[src/rtl/core/sbr_pkg.sv]
// Package for the SBUS frame receiver.
// Holds frame constants, the frame event type and the channel unpacking function.
// No dependencies.
package sbr_pkg;

    localparam int FRAME_BYTES  = 25;
    localparam int FILL_W       = 5;
    localparam int NUM_CHANNELS = 16;
    localparam int CHAN_BITS    = 11;
    localparam int IDX_W        = 4;
    localparam int CHAN_BYTES   = 22;
    localparam int FLAGS_AT     = 23;

    localparam logic [7:0] HEADER_BYTE      = 8'h0F;
    localparam logic [7:0] FOOTER_BYTE      = 8'h00;
    localparam logic [7:0] FLAG_REJECT_MASK = 8'hFC;

    localparam logic STATUS_OK     = 1'b0;
    localparam logic STATUS_REJECT = 1'b1;

    typedef logic [NUM_CHANNELS-1:0][CHAN_BITS-1:0] chan_array_t;

    typedef struct packed {
        logic        hit;
        logic        reject;
        chan_array_t chans;
    } frame_evt_t;

    function automatic chan_array_t unpack_channels(
        input logic [CHAN_BYTES*8-1:0] bits
    );
        chan_array_t r;
        for (int i = 0; i < NUM_CHANNELS; i++) begin
            r[i] = bits[i*CHAN_BITS +: CHAN_BITS];
        end
        return r;
    endfunction

endpackage

[src/rtl/core/sbr_window.sv]
// Byte window of the SBUS frame receiver with fill count and frame detection.
// Depends on sbr_pkg.
module sbr_window (
    input  logic                aclk,
    input  logic                aresetn,
    input  logic                accept,
    input  logic [7:0]          rx_byte,
    output sbr_pkg::frame_evt_t evt
);

    logic [sbr_pkg::FRAME_BYTES-1:0][7:0] win_reg;
    logic [sbr_pkg::FRAME_BYTES-1:0][7:0] win_next;
    logic [sbr_pkg::FILL_W-1:0]           fill_reg;
    logic [sbr_pkg::FILL_W-1:0]           fill_next;
    logic [sbr_pkg::CHAN_BYTES*8-1:0]     chan_bits;
    logic                                 full_next;

    always_comb begin
        for (int i = 0; i < sbr_pkg::FRAME_BYTES - 1; i++) begin
            win_next[i] = win_reg[i+1];
        end
        win_next[sbr_pkg::FRAME_BYTES-1] = rx_byte;
        for (int j = 0; j < sbr_pkg::CHAN_BYTES; j++) begin
            chan_bits[8*j +: 8] = win_next[j+1];
        end
    end

    assign full_next  = (fill_reg >= sbr_pkg::FILL_W'(sbr_pkg::FRAME_BYTES - 1));
    assign evt.hit    = full_next
                     && (win_next[0] == sbr_pkg::HEADER_BYTE)
                     && (win_next[sbr_pkg::FRAME_BYTES-1] == sbr_pkg::FOOTER_BYTE);
    assign evt.reject = (win_next[sbr_pkg::FLAGS_AT] & sbr_pkg::FLAG_REJECT_MASK) != 8'h00;
    assign evt.chans  = sbr_pkg::unpack_channels(chan_bits);

    always_comb begin
        if (evt.hit && !evt.reject) begin
            fill_next = '0;
        end else if (fill_reg == sbr_pkg::FILL_W'(sbr_pkg::FRAME_BYTES)) begin
            fill_next = fill_reg;
        end else begin
            fill_next = fill_reg + 1'b1;
        end
    end

    always_ff @(posedge aclk) begin
        if (!aresetn) begin
            fill_reg <= '0;
        end else if (accept) begin
            fill_reg <= fill_next;
        end
    end

    always_ff @(posedge aclk) begin
        if (accept) begin
            win_reg <= win_next;
        end
    end

endmodule

[src/rtl/core/sbr_drain.sv]
// Result register of the SBUS frame receiver that drains one held frame.
// Depends on sbr_pkg.
module sbr_drain (
    input  logic                          aclk,
    input  logic                          aresetn,
    input  logic                          load,
    input  sbr_pkg::frame_evt_t           evt,
    output logic                          can_load,
    output logic                          m_valid,
    input  logic                          m_ready,
    output logic                          m_status,
    output logic [sbr_pkg::IDX_W-1:0]     m_channel_index,
    output logic [sbr_pkg::CHAN_BITS-1:0] m_channel_value,
    output logic                          m_last
);

    logic                        busy_reg;
    logic                        reject_reg;
    logic [sbr_pkg::IDX_W-1:0]   idx_reg;
    sbr_pkg::chan_array_t        chans_reg;
    logic                        last_out;

    assign last_out = reject_reg || (idx_reg == sbr_pkg::IDX_W'(sbr_pkg::NUM_CHANNELS - 1));
    assign can_load = !busy_reg || (m_ready && last_out);

    assign m_valid         = busy_reg;
    assign m_status        = reject_reg ? sbr_pkg::STATUS_REJECT : sbr_pkg::STATUS_OK;
    assign m_channel_index = idx_reg;
    assign m_channel_value = reject_reg ? '0 : chans_reg[idx_reg];
    assign m_last          = last_out;

    always_ff @(posedge aclk) begin
        if (!aresetn) begin
            busy_reg <= 1'b0;
        end else if (load) begin
            busy_reg <= 1'b1;
        end else if (busy_reg && m_ready && last_out) begin
            busy_reg <= 1'b0;
        end
    end

    always_ff @(posedge aclk) begin
        if (load) begin
            reject_reg <= evt.reject;
            idx_reg    <= '0;
            chans_reg  <= evt.chans;
        end else if (busy_reg && m_ready && !last_out) begin
            idx_reg <= idx_reg + 1'b1;
        end
    end

endmodule

[src/rtl/core/sbus_frame_receiver.sv]
// SBUS frame receiver: one byte per cycle, results appear in the cycle after the closing byte is accepted.
// An accepted frame gives sixteen results at one per cycle while m_ready is high; a rejected frame gives one.
// A byte is stalled only when it completes a frame while the previous frame still drains.
// The held frame register drains while the next bytes fill the 25-byte window.
// Synchronous active-low reset empties the window count and drops the output valid.
// Depends on sbr_pkg, sbr_window and sbr_drain.
module sbus_frame_receiver (
    input  logic                          aclk,
    input  logic                          aresetn,
    input  logic                          s_valid,
    output logic                          s_ready,
    input  logic [7:0]                    s_rx_byte,
    output logic                          m_valid,
    input  logic                          m_ready,
    output logic                          m_status,
    output logic [sbr_pkg::IDX_W-1:0]     m_channel_index,
    output logic [sbr_pkg::CHAN_BITS-1:0] m_channel_value,
    output logic                          m_last
);

    sbr_pkg::frame_evt_t evt;
    logic                can_load;
    logic                accept;
    logic                load;

    assign s_ready = can_load || !evt.hit;
    assign accept  = s_valid && s_ready;
    assign load    = accept && evt.hit;

    sbr_window u_window (
        .aclk    (aclk),
        .aresetn (aresetn),
        .accept  (accept),
        .rx_byte (s_rx_byte),
        .evt     (evt)
    );

    sbr_drain u_drain (
        .aclk            (aclk),
        .aresetn         (aresetn),
        .load            (load),
        .evt             (evt),
        .can_load        (can_load),
        .m_valid         (m_valid),
        .m_ready         (m_ready),
        .m_status        (m_status),
        .m_channel_index (m_channel_index),
        .m_channel_value (m_channel_value),
        .m_last          (m_last)
    );

`ifndef SYNTH
    a_reject_shape: assert property (@(posedge aclk) disable iff (!aresetn)
        (m_valid && m_status) |-> (m_last && m_channel_index == '0 && m_channel_value == '0))
        else $error("Rejected frame transaction is malformed.");

    a_load_room: assert property (@(posedge aclk) disable iff (!aresetn)
        load |-> can_load)
        else $error("Frame loaded while the previous frame was still draining.");

    a_frame_continues: assert property (@(posedge aclk) disable iff (!aresetn)
        (m_valid && m_ready && !m_last) |=> (m_valid && !m_status))
        else $error("Frame ended before its last channel.");

    a_index_steps: assert property (@(posedge aclk) disable iff (!aresetn)
        (m_valid && m_ready && !m_last) |=> (m_channel_index == $past(m_channel_index) + 1'b1))
        else $error("Channel index did not advance by one.");
`endif

endmodule

[config.mk]
export PLATFORM = sky130hd
export DESIGN_NAME = sbus_frame_receiver
export DESIGN_NICKNAME = d
export VERILOG_FILES = /design/src/rtl/core/sbr_pkg.sv /design/src/rtl/core/sbr_window.sv /design/src/rtl/core/sbr_drain.sv /design/src/rtl/core/sbus_frame_receiver.sv
export SDC_FILE = /design/constraint.sdc
export NUM_CORES = 1
export LEC_CHECK = 0
export BUFFER_PORTS_ARGS = -buffer_cell sky130_fd_sc_hd__buf_4
export CAP_MARGIN = 20
export CORE_UTILIZATION = 40
export CTS_BUF_LIST = sky130_fd_sc_hd__clkbuf_8
export DETAILED_ROUTE_END_ITERATION = 10
export GPL_ROUTABILITY_DRIVEN = 0
export PLACE_DENSITY = 0.55
export SETUP_SLACK_MARGIN = 0.15
export SYNTH_ARGS = -nofsm -noshare
export SYNTH_HDL_FRONTEND = slang
export SYNTH_SLANG_ARGS = --single-unit
[constraint.sdc]
create_clock -name aclk -period 7.03 [get_ports aclk]
set_clock_uncertainty 0.1 [all_clocks]
set_input_delay 0.3515 -clock aclk [delete_from_list [all_inputs] [get_ports aclk]]
set_output_delay 0.3515 -clock aclk [all_outputs]
set_load 0.005 [all_outputs]
==> out/metrics.yaml <==
final_layout:
  drive_gt1_share_pct: 26.98
  fin_nets: 629
  multiInputGateArea_sq_mm: 0.001719
  diodes: 0
  fillCellCount: 2662
  finalInstanceArea_sq_mm: 0.01497
  regArea_sq_mm: 0.01129
  area_growth_pct: 14.47
cts:
  clock_latency_ps: 570
  cts_root_buf: "clkbuf_8"
  cts_max_path_buffers: 3
  cts_made_buffers: 55
  clk_pin_slew_ps: 60
  clock-sinks: 379
  cts_tree: "done"
  htree_levels: 2
timing:
  holdWs_ps: 110.4
  setup_viol: 0
  maxSlewViolCount: 0
  fmax_mhz: 257.2
  tightestPinTransition_ps: 1072
  tns_ps: 0
  period_share_pct: 55.31
  hold_violations: 0
  slew-limit-headroom_pct: 28.51
  rsz0062_at_grt: "no"
  postLayoutSetupSlackWorst_ps: 3141
  min_period_ps: 3889
detailed_routing:
  drc: 0
  dr.pass1.iters: 4
  vias: 5354
  drt_iter0_drc: 551
  ant_nets: 0
  vias_per_cell: 4.907
  wl_um: 23550
  avgRoutedWirePerCell_um: 21.59
logic_synthesis:
  synthFlopType: "edfxtp_1"
  synth_cell_types: 36
  yosysSeqAreaShare_pct: 86.29
  ys_ff_latch: 379
  synth_cells: 525
  syn_area_per_cell_sq_um: 24.90
  syn-cell-area_sq_mm: 0.01307
  async_flop_share_pct: 0
  synth-edff-count: 369
  synth_fp_nets: 541
  ys.warnings.count: 0
die:
  coreArea_sq_mm: 0.03188
  die_w_um: 182.8
  num_rows: 65
  initial_utilization_pct: 41.01
  die_area_sq_mm: 0.03341
  chipHeight_um: 182.8
  boundaryPins: 31
place:
  port-buffer-count: 30
  placed_area_sq_mm: 0.01384
  dpl.hpwl_um: 14340
  pre_cts_slack_ps: 2927
flow_run:
  drv_cap: 0
setup_path:
  cp-end-kind: "flop"
  cp_max_fo: 152
  path_class: "reg2reg"
  critPathLaunchType: "flop"
  required_ps: 7130
  arrival_ps: 3990
grt:
  grt_max_degree: 153
  grt_pass1_wl_um: 35590
  antenna_found_initial: 1
  grt_util_all_layers_pct: 14.68
  first_global_vias: 5628
  overflow: 0
power_and_ir_drop:
  leakagePower_nw: 4.794
  power_density_mw_per_mm2: 284.1
  p_total_mw: 4.252
  peakVddDrop_mv: 0.1743
hold_path:
  hold_class: "in2reg"
outcome:
  outcome: "complete, no violations"
final timing paths:
kind                         startpoint              endpoint  slack [ps]  cells after the start
min                             s_valid  u_window.fill_reg[2]         110                      4
max reg2reg  u_drain.m_channel_index[0]  u_window.win_next[2]        3140                      7
max          u_drain.m_channel_index[0]  u_window.win_next[2]        3140                      7
min reg2reg      u_window.win_next[185]     u_window.evt[169]         320                      0
per-stage QoR:
stage,util (%),instances
4_1_cts,46.88,1090
2_1_floorplan,-,525
3_5_place_dp,43.41,981
6_report,46.94,1091
3_3_place_gp,43.41,981
5_1_grt,46.94,1091
placed cells by master, fill, tap and decap left out, types with 2 or more instances in the layout:
master,synthesis,final
xor2_1,2,2
edfxtp_1,369,369
nand2_1,9,9
nand4_1,2,2
mux4_2,55,55
clkinv_2,0,11
a31oi_1,2,2
clkbuf_8,0,59
nor3_1,2,2
inv_1,5,16
dlygate4sd3_1,0,9
or4_1,2,2
nand3_1,4,4
o22ai_1,2,2
dfxtp_1,10,8
clkinvlp_4,0,3
buf_4,0,35
nor2_1,10,10
a31o_2,2,2
xnor2_1,2,2
nor2b_1,11,11
ha_1,4,4
a21oi_1,2,2
clkinv_1,0,14
area by class of cell:
cell class | instances | area share (%)
clock buffer | 59 | 5.426
clock inverter | 41 | 1.371
inverter | 5 | 0.1756
multi-input combinational | 127 | 11.49
sequential | 379 | 75.41
tap | 435 | 3.637
timing repair buffer | 45 | 2.491
timing repair:
item	4_1_cts	5_1_grt
buffers inserted	0	0
gates resized for setup	0	0
hold buffers	9	0
endpoints found under the hold margin	11	0
worst max-delay path, cell delays in order, from the launching register on:
cell and delay (ps):
dfxtp_4 690, buf_12 300, ha_1 210, a31o_2 220, a21boi_0 220, a31o_2 320, inv_8 710, buf_4 610
logic make-up (layout without fill, tap and decap cells):
group | after synthesis | count (layout) | synth area share (%)
and+or+nand+nor | 50 | 50 | 2.230
muxes | 56 | 56 | 9.551
buffers and inverters | 19 | 150 | 0.5933
AOI/OAI and AO/OA | 13 | 13 | 0.6891
adders and majority gates | 4 | 4 | 0.3828
xor gates and xnor gates | 4 | 4 | 0.2680
DFF | 379 | 379 | 86.29
synthesized netlist by cell type (4+ instances only):
master    number  area (sq um)
edfxtp_1     369         11080
inv_1          5         18.77
clkbuf_1       9         33.78
buf_2          5         25.02
ha_1           4         50.05
nand3_1        4         20.02
nand2_1        9         33.78
nor2_1        10         37.54
nor2b_1       11         68.82
mux4_2        55          1239
dfxtp_1       10         200.2
routing by layer:
layer | wire [um] | global-route usage (%) | vias up
met5 | 0 | 0 | -
met4 | 367 | 4.267 | 0
met1 | 10580 | 20.77 | 2813
li1 | - | - | 2368
met3 | 1254 | 3.197 | 32
met2 | 11350 | 23.07 | 141
power by group:
| group | total [mW] | internal [mW] | switching, mW |
|---|---|---|---|
| Combinational | 0.0409 | 0.0110 | 0.0298 |
| Clock | 1.61 | 0.812 | 0.801 |
| Sequential | 2.60 | 2.56 | 0.0412 |
| Total | 4.25 | 3.38 | 0.872 |
No activity file was read; power rests on OpenSTA's default activity.
